**src/sv/clcd_pkg.sv**
```systemverilog
// ----------------------------------------------------------------------------
// clcd_pkg
// Shared codes and helpers for the character LCD controller: pin levels,
// status and action codes, command bytes and character constants.
// ----------------------------------------------------------------------------
package clcd_pkg;

   typedef logic [1:0] level_type;
   typedef logic [2:0] status_type;
   typedef logic [1:0] action_type;

   // pin levels
   localparam level_type LEVEL_LOW   = 2'd0;
   localparam level_type LEVEL_HIGH  = 2'd1;
   localparam level_type LEVEL_UNDEF = 2'd2;

   // status codes
   localparam status_type STATUS_OK         = 3'd0;
   localparam status_type STATUS_EN_UNDEF   = 3'd1;
   localparam status_type STATUS_CTRL_UNDEF = 3'd2;
   localparam status_type STATUS_READ       = 3'd3;
   localparam status_type STATUS_DATA_UNDEF = 3'd4;

   // action codes
   localparam action_type ACTION_NONE  = 2'd0;
   localparam action_type ACTION_CMD   = 2'd1;
   localparam action_type ACTION_WRITE = 2'd2;

   // command bytes and masks
   localparam logic [7:0] CMD_CLEAR      = 8'h01;
   localparam logic [7:0] CMD_HOME       = 8'h02;
   localparam logic [7:0] CMD_SET_ADDR   = 8'h80;
   localparam logic [7:0] ADDR_MASK      = 8'h7F;
   localparam logic [7:0] DISP_MASK      = 8'hF8;
   localparam logic [7:0] CMD_DISPLAY    = 8'h08;
   localparam logic [7:0] DISP_ON_BIT    = 8'h04;
   localparam logic [7:0] ENTRY_MASK     = 8'hFC;
   localparam logic [7:0] CMD_ENTRY      = 8'h04;
   localparam logic [7:0] ENTRY_INC_BIT  = 8'h02;

   localparam logic [7:0] SPACE_CHAR = 8'h20;

   // cursor addressing
   localparam logic signed [8:0] CURSOR_MIN   = -9'sd128;
   localparam logic signed [8:0] CURSOR_MAX   = 9'sd255;
   localparam logic signed [9:0] ROW_TWO_BASE = 10'sd64;

   // level code three reads as undefined
   function automatic level_type level_norm(input logic [1:0] raw);
      level_type lvl;
      lvl = (raw > LEVEL_UNDEF) ? LEVEL_UNDEF : raw;
      return lvl;
   endfunction

endpackage

```
**src/sv/character_lcd_controller.sv**
```systemverilog
// ----------------------------------------------------------------------------
// character_lcd_controller
// Two-row character LCD model with an HD44780-style write port.
//
// Each request carries one sample of the LCD pins (E, RS, RW, data bus,
// data-defined flag) plus a cell index to read back. Writes act on a
// low-to-high edge of E: RS low runs a command, RS high stores a character
// at the cursor and steps the cursor. Every request yields one response with
// status, action, cursor, mode bits and the character at the chosen cell.
//
// Both channels use valid/ready. A request is held in an input register and
// processed into the response register once that register is empty or being
// read; throughput is one request per cycle while the response side is not
// stalled. The input register refills in the same cycle it drains, so a
// waiting response does not block the next request until both stages fill.
// A stalled response simply holds its register and the input stage behind it.
// Reset is synchronous: store reads as all spaces, cursor zero, display on,
// increment mode, E level undefined; both stages empty. The clear command
// blanks the whole store by clearing the per-cell valid bits.
// ----------------------------------------------------------------------------
module character_lcd_controller
   import clcd_pkg::*;
#(
   parameter int COLUMNS = 16
) (
   input  logic              clock,
   input  logic              reset,

   input  logic              req_valid,
   output logic              req_ready,
   input  logic [1:0]        req_enable_level,
   input  logic [1:0]        req_select_level,
   input  logic [1:0]        req_direction_level,
   input  logic [7:0]        req_bus_byte,
   input  logic              req_bus_defined,
   input  logic [4:0]        req_view_index,

   output logic              rsp_valid,
   input  logic              rsp_ready,
   output logic [2:0]        rsp_status,
   output logic [1:0]        rsp_action,
   output logic signed [8:0] rsp_cursor,
   output logic              rsp_shown,
   output logic              rsp_count_up,
   output logic [7:0]        rsp_view_char
);

   localparam int unsigned CELLS = 2 * COLUMNS;
   localparam int IDX_W = $clog2(CELLS);
   localparam logic signed [9:0] COL_LIM = 10'(COLUMNS);

   // input stage
   logic              s1_vld_ff;
   logic [1:0]        s1_enable_ff;
   logic [1:0]        s1_select_ff;
   logic [1:0]        s1_direction_ff;
   logic [7:0]        s1_data_ff;
   logic              s1_defined_ff;
   logic [IDX_W-1:0]  s1_view_addr_ff;
   logic              s1_in_range_ff;
   logic [7:0]        rd_raw_ff;
   logic              rd_vld_ff;
   logic              byp_ff;
   logic [7:0]        byp_char_ff;

   // block state
   logic [7:0]        store_mem [CELLS];
   logic [CELLS-1:0]  cell_vld_ff;
   logic signed [8:0] cursor_ff;
   logic              shown_ff;
   logic              inc_ff;
   level_type         last_en_ff;

   // response register
   logic              rsp_valid_ff;
   status_type        rsp_status_ff;
   action_type        rsp_action_ff;
   logic signed [8:0] rsp_cursor_ff;
   logic              rsp_shown_ff;
   logic              rsp_count_up_ff;
   logic [7:0]        rsp_view_char_ff;

   logic              req_accept;
   logic              fire;
   logic [IDX_W-1:0]  req_view_addr;
   logic              req_in_range;

   level_type         en;
   level_type         rs;
   level_type         rw;
   logic              rising;
   logic              cmd_go;
   logic              char_go;
   status_type        status_in;
   action_type        action_in;
   logic signed [8:0] cursor_in;
   logic              shown_in;
   logic              inc_in;
   logic              do_clear;
   logic              row_two;
   logic signed [9:0] col;
   logic              col_hit;
   logic [IDX_W-1:0]  wr_idx;
   logic              mem_we;
   logic              own_hit;
   logic [7:0]        stored_char;
   logic [7:0]        cell_char;
   logic [7:0]        view_char_in;

   assign fire       = s1_vld_ff && (!rsp_valid_ff || rsp_ready);
   assign req_ready  = !s1_vld_ff || fire;
   assign req_accept = req_valid && req_ready;

   assign req_view_addr = IDX_W'(req_view_index);
   assign req_in_range  = 32'(req_view_index) < CELLS;

   // decode of the pin sample held in the input stage
   always_comb begin
      en = level_norm(s1_enable_ff);
      rs = level_norm(s1_select_ff);
      rw = level_norm(s1_direction_ff);
      rising = (last_en_ff == LEVEL_LOW) && (en == LEVEL_HIGH);

      status_in = STATUS_OK;
      action_in = ACTION_NONE;
      cmd_go    = 1'b0;
      char_go   = 1'b0;
      if (en == LEVEL_UNDEF) begin
         status_in = STATUS_EN_UNDEF;
      end else if (rising) begin
         if (rs == LEVEL_UNDEF || rw == LEVEL_UNDEF) begin
            status_in = STATUS_CTRL_UNDEF;
         end else if (rw == LEVEL_HIGH) begin
            status_in = STATUS_READ;
         end else if (!s1_defined_ff) begin
            status_in = STATUS_DATA_UNDEF;
         end else if (rs == LEVEL_LOW) begin
            cmd_go    = 1'b1;
            action_in = ACTION_CMD;
         end else begin
            char_go   = 1'b1;
            action_in = ACTION_WRITE;
         end
      end
   end

   // cursor cell: row two begins at address 0x40
   always_comb begin
      row_two = 10'(cursor_ff) >= ROW_TWO_BASE;
      col     = row_two ? (10'(cursor_ff) - ROW_TWO_BASE) : 10'(cursor_ff);
      col_hit = (col >= 10'sd0) && (col < COL_LIM);
      wr_idx  = row_two ? (IDX_W'(col) + IDX_W'(COLUMNS)) : IDX_W'(col);
   end

   // commands and cursor stepping
   always_comb begin
      cursor_in = cursor_ff;
      shown_in  = shown_ff;
      inc_in    = inc_ff;
      do_clear  = 1'b0;
      if (cmd_go) begin
         if (s1_data_ff == CMD_CLEAR) begin
            do_clear  = 1'b1;
            cursor_in = '0;
         end else if (s1_data_ff == CMD_HOME) begin
            cursor_in = '0;
         end else if ((s1_data_ff & CMD_SET_ADDR) != 8'h00) begin
            cursor_in = 9'(s1_data_ff & ADDR_MASK);
         end else if ((s1_data_ff & DISP_MASK) == CMD_DISPLAY) begin
            shown_in = (s1_data_ff & DISP_ON_BIT) != 8'h00;
         end else if ((s1_data_ff & ENTRY_MASK) == CMD_ENTRY) begin
            inc_in = (s1_data_ff & ENTRY_INC_BIT) != 8'h00;
         end
      end else if (char_go) begin
         if (inc_ff) begin
            if (cursor_ff < CURSOR_MAX) cursor_in = cursor_ff + 9'sd1;
         end else begin
            if (cursor_ff > CURSOR_MIN) cursor_in = cursor_ff - 9'sd1;
         end
      end
   end

   assign mem_we = fire && char_go && col_hit;

   // read back the view cell as it stands after this request
   always_comb begin
      own_hit     = char_go && col_hit && (wr_idx == s1_view_addr_ff);
      stored_char = byp_ff ? byp_char_ff : (rd_vld_ff ? rd_raw_ff : SPACE_CHAR);
      cell_char   = own_hit ? s1_data_ff : (do_clear ? SPACE_CHAR : stored_char);
      view_char_in = (shown_in && s1_in_range_ff) ? cell_char : SPACE_CHAR;
   end

   // character store
   always_ff @(posedge clock) begin
      if (mem_we) begin
         store_mem[wr_idx] <= s1_data_ff;
      end
      if (req_accept) begin
         rd_raw_ff <= store_mem[req_view_addr];
      end
   end

   // input stage payload; forward the write of the request draining now
   always_ff @(posedge clock) begin
      if (req_accept) begin
         s1_enable_ff    <= req_enable_level;
         s1_select_ff    <= req_select_level;
         s1_direction_ff <= req_direction_level;
         s1_data_ff      <= req_bus_byte;
         s1_defined_ff   <= req_bus_defined;
         s1_view_addr_ff <= req_view_addr;
         s1_in_range_ff  <= req_in_range;
         rd_vld_ff       <= req_in_range && cell_vld_ff[req_view_addr]
                            && !(fire && do_clear);
         byp_ff          <= mem_we && (wr_idx == req_view_addr);
         byp_char_ff     <= s1_data_ff;
      end
   end

   // control state
   always_ff @(posedge clock) begin
      if (reset) begin
         s1_vld_ff   <= 1'b0;
         cell_vld_ff <= '0;
         cursor_ff   <= '0;
         shown_ff    <= 1'b1;
         inc_ff      <= 1'b1;
         last_en_ff  <= LEVEL_UNDEF;
      end else begin
         if (req_accept) begin
            s1_vld_ff <= 1'b1;
         end else if (fire) begin
            s1_vld_ff <= 1'b0;
         end
         if (fire) begin
            cursor_ff  <= cursor_in;
            shown_ff   <= shown_in;
            inc_ff     <= inc_in;
            last_en_ff <= en;
            if (do_clear) begin
               cell_vld_ff <= '0;
            end else if (mem_we) begin
               cell_vld_ff[wr_idx] <= 1'b1;
            end
         end
      end
   end

   // response register
   always_ff @(posedge clock) begin
      if (reset) begin
         rsp_valid_ff <= 1'b0;
      end else if (fire) begin
         rsp_valid_ff <= 1'b1;
      end else if (rsp_ready) begin
         rsp_valid_ff <= 1'b0;
      end
   end

   always_ff @(posedge clock) begin
      if (fire) begin
         rsp_status_ff    <= status_in;
         rsp_action_ff    <= action_in;
         rsp_cursor_ff    <= cursor_in;
         rsp_shown_ff     <= shown_in;
         rsp_count_up_ff  <= inc_in;
         rsp_view_char_ff <= view_char_in;
      end
   end

   assign rsp_valid     = rsp_valid_ff;
   assign rsp_status    = rsp_status_ff;
   assign rsp_action    = rsp_action_ff;
   assign rsp_cursor    = rsp_cursor_ff;
   assign rsp_shown     = rsp_shown_ff;
   assign rsp_count_up  = rsp_count_up_ff;
   assign rsp_view_char = rsp_view_char_ff;

   a_reset_empty: assert property (@(posedge clock) disable iff (reset)
      $past(reset) |-> !rsp_valid)
      else $error("response valid right after reset");

   a_action_ok: assert property (@(posedge clock) disable iff (reset)
      rsp_valid |-> (rsp_action == ACTION_NONE || rsp_status == STATUS_OK))
      else $error("action taken with a bad status");

   a_cursor_range: assert property (@(posedge clock) disable iff (reset)
      rsp_valid |-> (rsp_cursor >= CURSOR_MIN))
      else $error("cursor below its lower limit");

   a_blank_off: assert property (@(posedge clock) disable iff (reset)
      (rsp_valid && !rsp_shown) |-> (rsp_view_char == SPACE_CHAR))
      else $error("character shown while display is off");

   a_fire_rsp: assert property (@(posedge clock) disable iff (reset)
      fire |=> rsp_valid)
      else $error("processed request produced no response");

endmodule

```
**config.mk**
```make
export PLATFORM = sky130hd
export DESIGN_NAME = character_lcd_controller
export DESIGN_NICKNAME = d
export VERILOG_FILES = /design/src/sv/clcd_pkg.sv /design/src/sv/character_lcd_controller.sv
export SDC_FILE = /design/constraint.sdc
export NUM_CORES = 1
export LEC_CHECK = 0
export ABC_AREA = 1
export BUFFER_PORTS_ARGS = -buffer_cell sky130_fd_sc_hd__buf_2
export CORE_ASPECT_RATIO = 1.1
export CORE_MARGIN = 1
export CORE_UTILIZATION = 40
export CTS_BUF_LIST = sky130_fd_sc_hd__clkbuf_8
export CTS_CLUSTER_SIZE = 24
export DETAILED_ROUTE_END_ITERATION = 10
export PLACE_DENSITY_LB_ADDON = 0.25
export SETUP_SLACK_MARGIN = 0.3
export SLEW_MARGIN = 20
export SYNTH_ARGS = -nofsm -noshare
export SYNTH_HDL_FRONTEND = slang
export SYNTH_SLANG_ARGS = --single-unit
```
**constraint.sdc**
```tcl
create_clock -name clock -period 8.6 [get_ports clock]
set_input_delay 0 -clock clock [delete_from_list [all_inputs] [get_ports clock]]
set_output_delay 0 -clock clock [all_outputs]
set_load 0.01 [all_outputs]
```
After elaboration in Yosys (flattened, before gate mapping)
Memories as Yosys holds them, arrays and structs flattened. A register that Yosys moved wholly into a read port is not among the register bits. Cells that the tools add are included.

Flip-flop bits (word level): 101. RAM bits: 256. Input bits: 24. Logic and storage cells: 140. Memories kept: 1.

Memory list: store_mem (words 32, bits a word 8, read ports 1, clocked after Yosys merged registers in 1, write ports 1, line character_lcd_controller.sv:67) `logic [7:0] store_mem [CELLS];`.

Add/sub/neg operators: 4. $lt $le $gt $ge: 11. Equal/unequal tests: 11. Mux-type cells: 59. Bitwise gates (word level): 3. Reductions and logical operators: 27.

Operators by type and width (number): $mux 9 (8); $mux 32 (2); $mux 1 (34); $mux 8 (4); $or 32x32->32 (1); $logic_and 1x1->1 (12); $lt 5x6->1 const B (2); $mux 2 (6); $eq 5x5->1 (2); $ge 10x1->1 const B (1); $lt 10x6->1 const B (1); $mux 10 (1); $sub 9x8->10 const B (1); $add 9x2->9 const B (1); $ge 9x8->1 const B (1); $gt 9x8->1 const B (1); $lt 9x9->1 const B (1); $sub 9x2->9 const B (1); $eq 8x1->1 const B (1); $eq 8x2->1 const B (1); $eq 2x2->1 const B (3); $eq 6x1->1 const B (1); $gt 2x2->1 const B (3); $reduce_bool 2->1 (3); other kinds (16) (23).

Longest topological paths before layout
Word-level depth: 13. Gate-level depth with buffers: 16. Mapped depth without buffers: 16.

Worst setup path after synthesis
OpenSTA, ideal clock, no wires.

Kind: register -> register. Start point: register cursor_ff[0]. End point: memory store_mem[0][0] (enable). Arrival: 2.794 ns. Required time: 8.217 ns. Setup slack: 5.423 ns. Cell stages (with the launch flop): 14. Clock period less this slack: 3.177 ns. Cells stage by stage: dfxtp_1 > inv_1 > ha_1 > inv_1 > nor2_8 > inv_2 > o21bai_4 > a21oi_1 > o21ai_0 > nor3_1 > ha_1 > nand3_2 > clkbuf_1 > nor3_1.

Longest elaborated chain between the ends: 7. Elaborated cells on any way between the ends: 11. Classes of those cells: add/sub: 2; order compare: 3; mux: 4; reduce/logical: 2.

Ends and longest elaborated chain: start, declared (line character_lcd_controller.sv:69) `logic signed [8:0] cursor_ff;`; start signal, assigned (line character_lcd_controller.sv:236) `cursor_ff <= cursor_in;`; $sub 9x8->10 / $ge 9x8->1 (equally long branches) (line character_lcd_controller.sv:150, character_lcd_controller.sv:149); $mux 10 (line character_lcd_controller.sv:150) `col = row_two ? (10'(cursor_ff) - ROW_TWO_BASE) : 10'(cursor_ff);`; $ge 10x1->1 / $lt 10x6->1 (equally long branches) (line character_lcd_controller.sv:151) `col_hit = (col >= 10'sd0) && (col < COL_LIM);`; $logic_and 1x1->1 (line character_lcd_controller.sv:151); $logic_and 1x1->1 (line character_lcd_controller.sv:183) `assign mem_we = fire && char_go && col_hit;`; $mux 1 (line character_lcd_controller.sv:195) `if (mem_we) begin`; $mux 1 (not written as such) (line character_lcd_controller.sv:196) `store_mem[wr_idx] <= s1_data_ff;`; end, declared (line character_lcd_controller.sv:67).

Several ways; a longest one is shown, not always the timed one.

Worst setup path after layout
Start point: register cursor_ff[0]. End point: memory store_mem[24][1] (enable).

Same word-level chain as after synthesis.

==> summary.md <==
| Metric | Value |
|---|---|
| Status | finished clean |
| Cells after synthesis | 1,455 |
| DR WL/cell | 21.0 um |
| Switching Share | 25.3% |
| GRT Total Usage | 21.6% |
| Syn Area/Cell | 10.9 sq um |
| Die ar. | 40,300 sq um |
| Routed Wire Length | 43.5 mm |
| Layer with the highest usage | met2 |
| DRC | 0 |
| Startpoint of the worst hold path | req_bus_byte[5] |
| Chip Height | 210 um |
| Comb pwr share | 8.9% |
| Clock Latency Late Sink | 0.63 ns |
| Die X | 191 um |
| Setup Slack @ Placement | 4.29 ns |
| Yosys reg bits | 365 |
| CP top delay family | buffers and inverters |
| CTS Sinks | 365 |
| Met2 usage | 35.2% |
| Dpl hpwl | 26.1 mm |
| LEAKAGE | 6.30 nW |
| CP max FO | 34 |
| Crit end category | register |
| TNS Setup | 0 ns |
| Slew Limit Fails | 0 |
| 1st-pass router iterations | 7 |
| Finish-stage setup viols | 0 |
| Placed cells | 1,938 |
| Post-CTS setup buffers | 0 |
| RSZ-0062 raised after global routing | false |
| FMAX | 0.225 GHz |
| Synth Warn # | 0 |
| EDFF count, synth | 318 |
| Drt via density | 5.57 |
| Critical-path top delay cell | nor3_1 |
| Vias | 11.5k |
| Number of global-route vias before repair | 11.3k |
| Area leader, netlist | edfxtp_1 |
| Post-synth top area share | 60.5% |
| Min Hold Slack | 0.0986 ns |
| CTS tree | yes |
| NetSw | 0.000929 W |
| Synth cell types | 43 |
| Antenna diode count | 0 |
| Post-synth net total | 1,491 |
| P per Cell Area | 206 nW/um^2 |
| CP Launch Point | cursor_ff[0] |
| CP bufs+invs | 4 |
| Seq/Total Area, Yosys | 66.4% |
| Ys async rst share | 0% |
| M1 GR Usage | 29.4% |
| Fin Clk Skew | 0.0285 ns |
| Finished Layout Cells | 2,070 |
| Clk buf depth | 3 |
| Antenna violations before repair | 0 |
| Final Hold Viols | 0 |
| H-tree levels | 2 |
| Critical Path, Cell by Cell | inv_1 > ha_1 > inv_1 > nor2_8 > inv_2 > o21bai_4 > a21oi_1 > o21ai_0 > nor3_1 > ha_1 > nand3_2 > buf_4 > nor3_1 |
| First-pass GRT wire length | 65.7 mm |
| Startpoint Class | register |
| Num CTS Buffers | 58 |
| Largest net degree at the start of global routing | 111 |
| Critical Path AT | 4.68 ns |
| Min-Delay Path Class | in -> reg |
| Core box area | 38,600 sq um |
| Top FF cell, synth | edfxtp_1 |
| Final nets | 1,558 |
| GP Congestion | 0.886 |
| Reg power frac | 53.6% |
| Fin crit period | 4.44 ns |
| Clock root cell | clkbuf_8 |
| Top post-synthesis cells by area | edfxtp_1 (60%), dfxtp_1 (6.0%), o21ai_0 (5.4%), nor2_1 (5.3%), nand2_1 (3.6%) |
| Relative slew margins | 24.1% |
| Residual overflow from global routing | 0 |
| Area added between synthesis and finish | 12.8% |
| Share of post-route cells with drive strength above 1 | 12.1% |
| Clock slew at reported path FFs | 0.06 ns |
| Clock share of power | 37.5% |
| Critical path class | reg -> reg |
| Worst path max stage delay | 0.97 ns |
| Buffers added on ports | 49 |
| Setup slack after layout | 4.16 ns |
| Worst reg2reg startpoint | cursor_ff[0] |
| Final ANT Viol Nets | 0 |
| Post-Syn Area | 15,800 sq um |
| DR iter-0 viols | 1,147 |
| Max_cap viols | 0 |
| Slew @ Worst Pin | 1.13 ns |
| Crit share post-route | 51.6% |
| M3 GR Usage | 3.31% |
| Worst VDD drop | 0.000121 V |
| Worst EP required | 8.84 ns |
| Row cnt | 75 |
| Internal power | 0.00274 W |
| Starting Density | 41.0% |
| IO Pins | 50 |
## final cells by class
class,count,area (sq um)
clock buffer,66,908
clock inverter,42,179
fill,3551,20700
inverter,107,408
multi-input combinational,899,4590
sequential,365,10500
tap,500,626
timing repair buffer,91,623
## metrics by stage
step,total power (W),cell area [sq um],util [%]
finish,0.00367,17800,46.2
global route,0.00379,17800,46.2
CTS,0.00368,17800,46.1
detailed placement,0.00232,16400,42.6
global placement,0.00232,16400,42.6
floorplan,0.00220,15800,-
## cells by family after synthesis
family / after synthesis / synth area share (%)
AOI/OAI and AO/OA: 342 / 12.6
muxes: 2 / 0.135
buffers and inverters: 191 / 4.86
DFF: 365 / 66.4
adders and majority gates: 12 / 0.951
and+or+nand+nor: 538 / 14.8
xor gates and xnor gates: 5 / 0.277
## flip-flops by register name, indices dropped and copies added, names as in the netlist, 2 cells and up
register / count
s1_data_ff: 8
last_en_ff: 2
s1_select_ff: 2
rsp_status: 3
cell_vld_ff: 32
s1_enable_ff: 2
byp_char_ff: 8
cursor_ff: 9
rsp_action: 2
store_mem: 256
s1_direction_ff: 2
s1_view_addr_ff: 5
rsp_cursor: 9
rd_raw_ff: 8
rsp_view_char: 8
## metal layers
layer / share of wire, % / up-vias
met2: 47 / 510
met3: 7.3 / 90
met1: 43 / 5572
li1: - / 5352
met5: 0 / -
met4: 2.8 / 0
## cells in the final DEF, fill, tap and decap left out, types with 10 or more instances in the layout
master	Yosys	routed
o22ai_1	15	15
nor2_1	224	224
a31oi_1	11	11
nand3_1	79	79
nand4_1	20	20
clkbuf_8	0	66
o21ai_0	169	169
buf_2	15	48
ha_1	12	12
nand2_1	153	152
dlygate4sd3_1	0	24
clkinv_1	9	15
nor3_1	38	28
edfxtp_1	318	318
buf_4	5	19
o221ai_1	46	46
dfxtp_1	47	47
inv_1	90	114
a21oi_1	84	84
nor3_2	0	10
## path summary, 6_finish.rpt
kind	endpoint	slack, ns	depth (start not counted)
max	store_mem[24][1]	4.16	13
min	s1_data_ff[5]	0.1	2
max reg2reg	store_mem[24][1]	4.16	13
min reg2reg	cell_vld_ff[27]	0.44	2
## power groups by stage
stage               clock, W  combinational (W)  sequential, W
global placement           0           0.000313        0.00200
CTS                  0.00140           0.000322        0.00197
global route         0.00147           0.000354        0.00197
floorplan                  0           0.000193        0.00201
finish               0.00137           0.000326        0.00197
detailed placement         0           0.000312        0.00200
## cell usage after synthesis, drive strengths merged, types with 15 or more instances
cell and instances:
edfxtp 318, nor2 228, o21ai 171, nand2 164
inv 98, nand3 85, a21oi 84, clkbuf 63
dfxtp 47, o221ai 46, nor3 38, buf 21
nand4 20, o22ai 15
## timing repair
action / in CTS / in global routing
endpoints found under the hold margin: 35 / 0
gates resized for setup: 0 / 0
hold buffers: 24 / 0
setup endpoints to repair: 0 / 0
Note: power is estimated with default switching activity, not from simulation.
